--- config.mk ---
export PLATFORM = sky130hd
export DESIGN_NAME = bba_ram
export DESIGN_NICKNAME = d
export VERILOG_FILES = /design/src/sv/bba_ram.sv
export SDC_FILE = /design/constraint.sdc
export NUM_CORES = 2
export LEC_CHECK = 0
export BUFFER_PORTS_ARGS = -buffer_cell sky130_fd_sc_hd__buf_2
export CORE_UTILIZATION = 45
export CTS_BUF_LIST = sky130_fd_sc_hd__clkbuf_4 sky130_fd_sc_hd__clkbuf_8
export DETAILED_ROUTE_END_ITERATION = 16
export GPL_TIMING_DRIVEN = 0
export SLEW_MARGIN = 10
export SYNTH_ARGS = -nofsm -noshare
export SYNTH_HDL_FRONTEND = slang
export SYNTH_SLANG_ARGS = --single-unit
--- constraint.sdc ---
create_clock -name clock -period 7.07 [get_ports clock]
set_input_delay 0.3535 -clock clock [delete_from_list [all_inputs] [get_ports clock]]
set_output_delay 0.3535 -clock clock [all_outputs]
set_load 0.05 [all_outputs]
--- src/sv/bba_ram.sv ---
// ----------------------------------------------------------------------------
// Generic RAM
// Single write port and single read port with a registered read.
// ----------------------------------------------------------------------------
module bba_ram #(
   parameter int WIDTH = 32,
   parameter int DEPTH = 128
) (
   input  logic                     clock,
   input  logic                     wr_en,
   input  logic [$clog2(DEPTH)-1:0] wr_addr,
   input  logic [WIDTH-1:0]         wr_data,
   input  logic                     rd_en,
   input  logic [$clog2(DEPTH)-1:0] rd_addr,
   output logic [WIDTH-1:0]         rd_data
);

   logic [WIDTH-1:0] mem_ff [DEPTH];
   logic [WIDTH-1:0] rd_data_ff;

   always_ff @(posedge clock) begin
      if (wr_en) begin
         mem_ff[wr_addr] <= wr_data;
      end
      if (rd_en) begin
         rd_data_ff <= mem_ff[rd_addr];
      end
   end

   assign rd_data = rd_data_ff;

endmodule

==> run metrics <==
RSZ-0062 raised after global routing=false; antenna violations before repair=62; gr usage total=a little under a quarter; Simple-Gate Fraction of Synth Area=0.445%; Cell Rows=around 220; core box area=about 0.35 mm²; Post-Synthesis Net Count=a little over 6k; Final Cycle Share=about three fifths; crit end category=register; Yosys reg bits=between 4k and 5k; Routed WL=a little over 400000 µm; Final Hold Fails=0; maximum buffer depth of the clock tree=4; Worst path top cell family by delay=buffers and inverters; largest family of logic cells by synthesized area=multiplexers; Critical Path Source Type=input pin; Crit path buffers/inverters=4; Initial Util=between 40% and 50%; worst hold path type=input pin to register; most used cell, CP=mux4_2; layout cell share with drive strength beyond 1=between 30% and 40%; Worst-Margin Slew=1.35 ns; Synth Area in Compound Gates=0%; TritonCTS Buffers=roughly 640; CP required=between 7 and 8 ns; number of gates resized after cts=0; # DRC=0; clk sink count=around 4.1k; Slowest cell on crit path=clkbuf_1; synthesized area per cell=26.1 µm²; kind of critical path=input pin to register; synthesized area=0.157 mm²; vias in the first global route=between 70k and 80k; post-synthesis xor/xnor area fraction=0%; Max Cap Violations=0; Final setup viols=0; Die Y-Extent=approximately 590 µm; DP Cell Count=10.8k; post-route setup TNS=0 ns; synth warn=0; Clock Pin Slew Worst Setup and Hold Paths=0.06 ns; pwr dens=272 mW/mm²; Layout Cells excl Fill=12.1k; IO buf count=just under 70; mux cell area share after synthesis=between 10% and 20%; total power draw=49.3 mW; number of iterations in the first detailed-routing pass=6; Final Worst Setup Slack=~2.9 ns; worst vdd ir=roughly 0.00019 V; Vias=71.9k; Congestion Overflow GR=0; first-pass GRT wire length=between 500000 and 600000 µm; Mapped Cells=5990; clk_lat worst skew=~1.2 ns; critical path, cell by cell=clkbuf_1, buf_2, clkbuf_2, clkbuf_1, mux4_2, mux4_2, mux4_2, mux2_2; Die W=slightly below 600 µm; postcts setup bufs=0; root buffer cell=clkbuf_8; Leak=about 56 nW; Via density=a little under 6; die area=0.350 mm²; Synth-to-Final Area Change=15.6%; post-detail-place hpwl=around 280000 µm; routability cong.=~1; number of DRC markers in iteration 0=just under 9k; max incr delay on CP=roughly 0.94 ns; Worst Skew=between 0.04 and 0.05 ns; WL/cell=around 34 µm; post-synthesis sequential area ratio=approximately 79%; status=finished, final reports clean; fmax=~240 MHz; worst hold margin=between 0.15 and 0.2 ns; ANT nets after route=0; Synth Area in Adders=0%; commonest cells after routing, fill and taps aside=4128 x edfxtp_1, 1344 x mux4_2, 649 x clkbuf_8; Worst Path Max Fanout=10; Slew Limit Fails=0; CTS tree=built; H-tree Lvls=6; Critical Path AT=5.10 ns; fin crit period=about 4.2 ns; # IOs=81; Setup Slack @ Placement=between 1.5 and 2 ns; largest net degree at the start of global routing=between 90 and 100; relative slew slack=between 10% and 20%; most common cell after layout, fill and taps aside=edfxtp_1; Hold-fix buffers, CTS=37; Unique masters post-synth=16; Layout Nets=between 6k and 7k
## Yosys cell counts
master	instances	area (µm²)
buf_1	50	188
nor3_1	9	45.0
mux2_2	32	360
nand2b_1	2	12.5
nor2_1	122	458
buf_2	79	395
mux4_2	1344	30300
nor2b_1	7	43.8
nand2_1	14	52.6
clkbuf_1	182	683
or3_1	1	6.26
nand4_1	3	18.8
edfxtp_1	4128	124000
buf_6	2	22.5
nand3_1	12	60.1
buf_4	3	22.5
## report_power, final
group | internal (mW) | switching, mW | leakage, nW
logic | 1.05 | 1.87 | 12.0
clock network | 10.1 | 9.20 | 6.45
registers | 27.1 | 0.0265 | 37.1
total | 38.2 | 11.1 | 55.5
## cells by family (layout without fill, tap and decap cells)
kind of cell / after synthesis / after routing
flops: 4128 / 4128
mux: 1376 / 1376
buf+inv: 316 / 1766
simple gates: 170 / 170
other cells: 0 / 124
## worst register-to-register path: cells and delay by family (launching register included)
kind | cells | cell delay, ns
muxes | 4 | 2.31
DFF | 1 | 0.38
## layout make-up
class / instances / area [µm²]
fill: 26144 / 165000
tap: 4578 / 5730
timing repair buffer: 318 / 5260
clock inverter: 271 / 1700
antenna: 124 / 310
buffer: 316 / 1350
multi-input combinational: 1546 / 32300
sequential: 4128 / 124000
clock buffer: 861 / 10500
## metrics by stage
| stage | utilization, % | instance area [µm²] |
|---|---|---|
| floorplan | - | 157000 |
| global placement | 47.0 | 163000 |
| detailed placement | 48.6 | 168000 |
| CTS | 52.2 | 181000 |
| global route | 52.3 | 181000 |
| finish | 52.3 | 181000 |
## path summary, 6_finish.rpt
path | start | endpoint | slack (ns) | depth (start not counted)
setup reg to reg | mem_ff[69][13]$_DFFE_PP_ | rd_data[13]$_DFFE_PP_ | 4.12 | 4
hold reg to reg | mem_ff[123][16]$_DFFE_PP_ | rd_data[16]$_DFFE_PP_ | 1.20 | 4
hold / removal | rd_addr[5] | rd_data[0]$_DFFE_PP_ | 0.16 | 2
setup / recovery | rd_addr[2] | rd_data[5]$_DFFE_PP_ | 2.88 | 8
## metal layers
layer	GRT usage, %	vias up	share of wire [%]	wire [µm]
met5	0	-	0.019	77
met1	32.0	39429	39	160000
met4	7.42	12	3.1	12600
met2	38.1	3322	49	201000
met3	5.39	568	9.0	37100
li1	-	28618	-	-
## sequential cells by signal (all words and copies together), names as in the netlist
register  cells
rd_data      32
mem_ff     4096
No activity file was read; power rests on OpenSTA's default activity.
