[src/sv/bba_pkg.sv]
// ----------------------------------------------------------------------------
// Bitmap block allocator package
// Sizes, field widths, request codes and the word evaluation record shared
// by the allocator modules.
// ----------------------------------------------------------------------------
package bba_pkg;

   localparam int MAX_BLOCKS  = 4096;
   localparam int WORD_BITS   = 32;
   localparam int MAP_WORDS   = (MAX_BLOCKS + WORD_BITS - 1) / WORD_BITS;
   localparam int ADDR_BITS   = $clog2(MAP_WORDS);
   localparam int BIT_BITS    = $clog2(WORD_BITS);
   localparam int INDEX_BITS  = $clog2(MAX_BLOCKS);
   localparam int COUNT_BITS  = $clog2(MAX_BLOCKS + 1);
   localparam int TOTAL_BITS  = 13;
   localparam int FUNC_BITS   = 2;
   localparam int TOTAL_RESET = 4096;
   localparam int FREE_RESET  = (TOTAL_RESET > MAX_BLOCKS) ? MAX_BLOCKS : TOTAL_RESET;

   localparam int REQ_DATA_BITS = ((INDEX_BITS + 7) / 8) * 8;
   localparam int RSP_DATA_BITS = ((INDEX_BITS + COUNT_BITS + 7) / 8) * 8;

   typedef enum logic [FUNC_BITS-1:0] {
      FUNC_ALLOC = 2'd0,
      FUNC_MARK  = 2'd1,
      FUNC_QUERY = 2'd2
   } func_type;

   typedef struct packed {
      logic [WORD_BITS-1:0] eff_word;
      logic [WORD_BITS-1:0] free;
      logic                 any;
      logic [WORD_BITS-1:0] low_onehot;
      logic [BIT_BITS-1:0]  low_index;
      logic [BIT_BITS:0]    zeros;
   } word_eval_type;

endpackage

[src/sv/bba_word_eval.sv]
// ----------------------------------------------------------------------------
// Map word evaluation
// Masks one usage word to the blocks below the limit and finds its lowest
// free block and its number of free blocks.
// ----------------------------------------------------------------------------
module bba_word_eval (
   input  logic [bba_pkg::WORD_BITS-1:0]  word,
   input  logic                           valid,
   input  logic [bba_pkg::ADDR_BITS-1:0]  addr,
   input  logic [bba_pkg::COUNT_BITS-1:0] lim,
   output bba_pkg::word_eval_type         result
);

   logic [bba_pkg::WORD_BITS-1:0]                      eff;
   logic [bba_pkg::WORD_BITS-1:0]                      mask;
   logic [bba_pkg::WORD_BITS-1:0]                      free;
   logic [bba_pkg::WORD_BITS-1:0]                      onehot;
   logic [bba_pkg::BIT_BITS-1:0]                       low_index;
   logic [bba_pkg::ADDR_BITS+bba_pkg::BIT_BITS-1:0]    base;

   always_comb begin
      eff  = valid ? word : '0;
      base = {addr, {bba_pkg::BIT_BITS{1'b0}}};
      for (int b = 0; b < bba_pkg::WORD_BITS; b++) begin
         mask[b] = ((bba_pkg::COUNT_BITS + 1)'(base) + (bba_pkg::COUNT_BITS + 1)'(b))
                   < (bba_pkg::COUNT_BITS + 1)'(lim);
      end
      free      = ~eff & mask;
      onehot    = free & (~free + bba_pkg::WORD_BITS'(1));
      low_index = '0;
      for (int b = 0; b < bba_pkg::WORD_BITS; b++) begin
         if (onehot[b]) begin
            low_index = low_index | bba_pkg::BIT_BITS'(b);
         end
      end
      result.eff_word   = eff;
      result.free       = free;
      result.any        = |free;
      result.low_onehot = onehot;
      result.low_index  = low_index;
      result.zeros      = (bba_pkg::BIT_BITS + 1)'($countones(free));
   end

endmodule

[config.mk]
export PLATFORM = sky130hd
export DESIGN_NAME = bba_word_eval
export DESIGN_NICKNAME = d
export VERILOG_FILES = /design/src/sv/bba_pkg.sv /design/src/sv/bba_word_eval.sv
export SDC_FILE = /design/constraint.sdc
export NUM_CORES = 1
export LEC_CHECK = 0
export ABC_AREA = 1
export BUFFER_PORTS_ARGS = -buffer_cell sky130_fd_sc_hd__buf_2
export CORE_UTILIZATION = 53
export DETAILED_ROUTE_END_ITERATION = 7
export PLACE_DENSITY = 0.91
export SLEW_MARGIN = 10
export SYNTH_ARGS = -nofsm -noshare
export SYNTH_HDL_FRONTEND = slang
export SYNTH_SLANG_ARGS = --single-unit
[constraint.sdc]
create_clock -name vclk -period 14.7
set_input_delay 3.675 -clock vclk [all_inputs]
set_output_delay 3.675 -clock vclk [all_outputs]
set_load 0.005 [all_outputs]
==> run summary <==
Slew Limit Fails - 0
Period utilization - 90.8%
Via density - 5.14
Distinct cells, synth - 34
Final number of setup-violating endpoints - 0
Final Instance Count excl. Fillers - 820
Sequential cell count - 0
Mapped Area - 0.00327 sq mm
Synth top area share - 17.8%
I/O pin cnt - 161
Gr ovfl total - 0
CP dominant cell by count - fa_1
Area delta synth->final - 24.6%
# Max-Cap Violations - 0
Synth warnings - 0
Final min period - 13.35 ns
Clk_buf instances - 0
RSZ-0062 raised after global routing - no
FF/Latch Area - 0 sq um
CP required - 11.02 ns
Cells resized by post-CTS repair - 0
Synth area leader - nand2_1
Hold buffers post-CTS - 0
Fill cells - 571
Outcome - finished clean
Ranking of synthesized cells by area - nand2_1 (18%), inv_1 (16%), fa_1 (15%)
Final WL - 10800 microns
Core footprint - 0.00592 sq mm
Slowest cell on the critical path - fa_1
First-pass GRT wire length - 17700 microns
Die area - 0.00649 sq mm
Share of layout cells above drive strength 1 - 31.0%
Worst-Margin Slew - 1.00 ns
Routed WL per cell - 13.2 microns
Slew headroom - 32.6%
Die width - 80.5 microns
Final hold violations - 0
Syn nets - 691
Vias in the first global route - 3967
Worst path max stage delay - 0.65 ns
Crit start category - input pin
Largest net degree at the start of global routing - 33
Nets - 841
P_sw - 0.000428 W
Total GRT Usage - 34.2%
Critical path endpoint category - output pin
Int Pwr - 0.000348 W
HP Class - in -> out
Port Buffers - 161
GP Congestion - 0.919
Pwr per Cell Area - 190 mW/mm^2
Drt pass-1 iters - 5
Post-CTS setup buffers - 0
Antenna cells - 0
Highest clock rate - 74.9 MHz
Switching share of power - 55.1%
WP data arrival - 9.67 ns
Initial Util - 55.2%
Antenna Nets Post-Route - 0
Crit Path Max Fanout - 14
Site row count - 28
Die Height - 80.5 microns
Synth Area per Inst - 5.48 sq um
Post-Synthesis Cells - 597
Dpl hpwl - 9300 microns
Setup TNS Final - 0 ns
Reg power frac - 0%
Static Leakage - 2.89 nW
Sequential element share of the synthesized area - 0%
Inst Count DP - 820
Peak supply drop - 0.803 mV
Crit path kind - in -> out
Worst path cell trace - buf_2 > ha_1 > nand2_1 > inv_2 > nand2_1 > nand2_2 > a21oi_4 > nand3_1 > fa_1 > fa_1 > fa_1 > inv_1 > fa_1 > fa_1 > inv_1 > fa_1 > inv_1 > ha_1 > nand2_1 > nor2_1 > a211oi_1 > nor2_1 > o21a_1 > buf_2
Combinational fraction of design power - 100.0%
Drt initial violations - 261
DR vias - 4213
Antenna violations before repair - 0
Clk pwr share - 0%
DRC Markers - 0
## power by group through the flow
stage               combinational [W]  sequential, W  clock, W
CTS                          0.000776              0         0
global placement             0.000731              0         0
floorplan                    0.000508              0         0
detailed placement           0.000763              0         0
global route                 0.000879              0         0
finish                       0.000776              0         0
## cell usage after synthesis, types with 2 or more instances
library cell  count
o21ai_1           3
nor2_2           15
xor2_1            2
nand2_1         155
nand4_2           7
nand2_2          14
fa_1             24
nor3_1            5
a21oi_1           6
nand3b_1          2
nand3_2          11
ha_1             17
nor2_1           86
buf_6             4
nor2_4            5
inv_1           142
o21ai_0          14
clkbuf_1          2
nand4_1           5
nand2_4           2
buf_2             4
buf_4             3
nand3_1          46
inv_2            13
## cell families after synthesis
family          count (synthesis)  synth area share (%)
simple gates                  357                  52.5
xor+xnor                        3                 0.804
compound gates                 27                  4.71
buf+inv                       169                  20.8
fa+ha+maj                      41                  21.2
## routing by layer
metal	GRT usage (%)	share of wire [%]	vias to the layer above
met5	0	0	-
met4	7.32	1.5	0
met3	2.50	8.3	17
met2	62.0	49	224
met1	43.7	41	1900
li1	-	-	2072
## placed cells by master (no fill, tap or decap), types with 3 or more instances in the layout
cell type  netlist  final
nand4_2          7      7
nand2_2         14     14
inv_1          142    142
nand2_1        155    155
nand4_1          5      5
nor3_1           5      5
fa_1            24     24
nor2_1          86     86
ha_1            17     17
a21oi_1          6      6
o21ai_1          3      3
nand3_2         11     11
nor2_2          15     15
o21ai_0         14     14
nor2_4           5      5
nand3_1         46     46
inv_2           13     13
buf_2            4    161
## stage by stage
step	total power (W)	setup WS, ns	hold slack [ns]	cell area, sq um	util (%)
after floorplan	0.000508	2.28	7.43	3270	-
after global placement	0.000731	1.55	7.62	4070	68.8
after detailed placement	0.000763	1.37	7.62	4070	68.8
after CTS	0.000776	1.35	7.63	4070	68.8
after global routing	0.000879	1.08	7.65	4070	68.8
final	0.000776	1.35	7.63	4070	68.8
## worst paths after layout
path                      end  depth (start not counted)  slack (ns)      from
setup / recovery    result[5]                         24        1.35   addr[3]
hold / removal    result[103]                          4        7.63  word[27]
## worst max-delay path, delay by kind of cell
| kind | cells | cell delay [ns] |
|---|---|---|
| AND/OR/NAND/NOR | 7 | 0.87 |
| buffers and inverters | 6 | 0.48 |
| AO/OA/AOI/OAI | 3 | 0.96 |
| adder cells (fa/ha/maj) | 8 | 3.69 |
## cell type report
type	count	area, sq um	share of cell area [%]
multi-input cells	428	2590	63.5
well taps	75	93.8	2.30
repair buffers	161	806	19.8
inverters	156	586	14.4
Note: power is estimated with default switching activity, not from simulation.
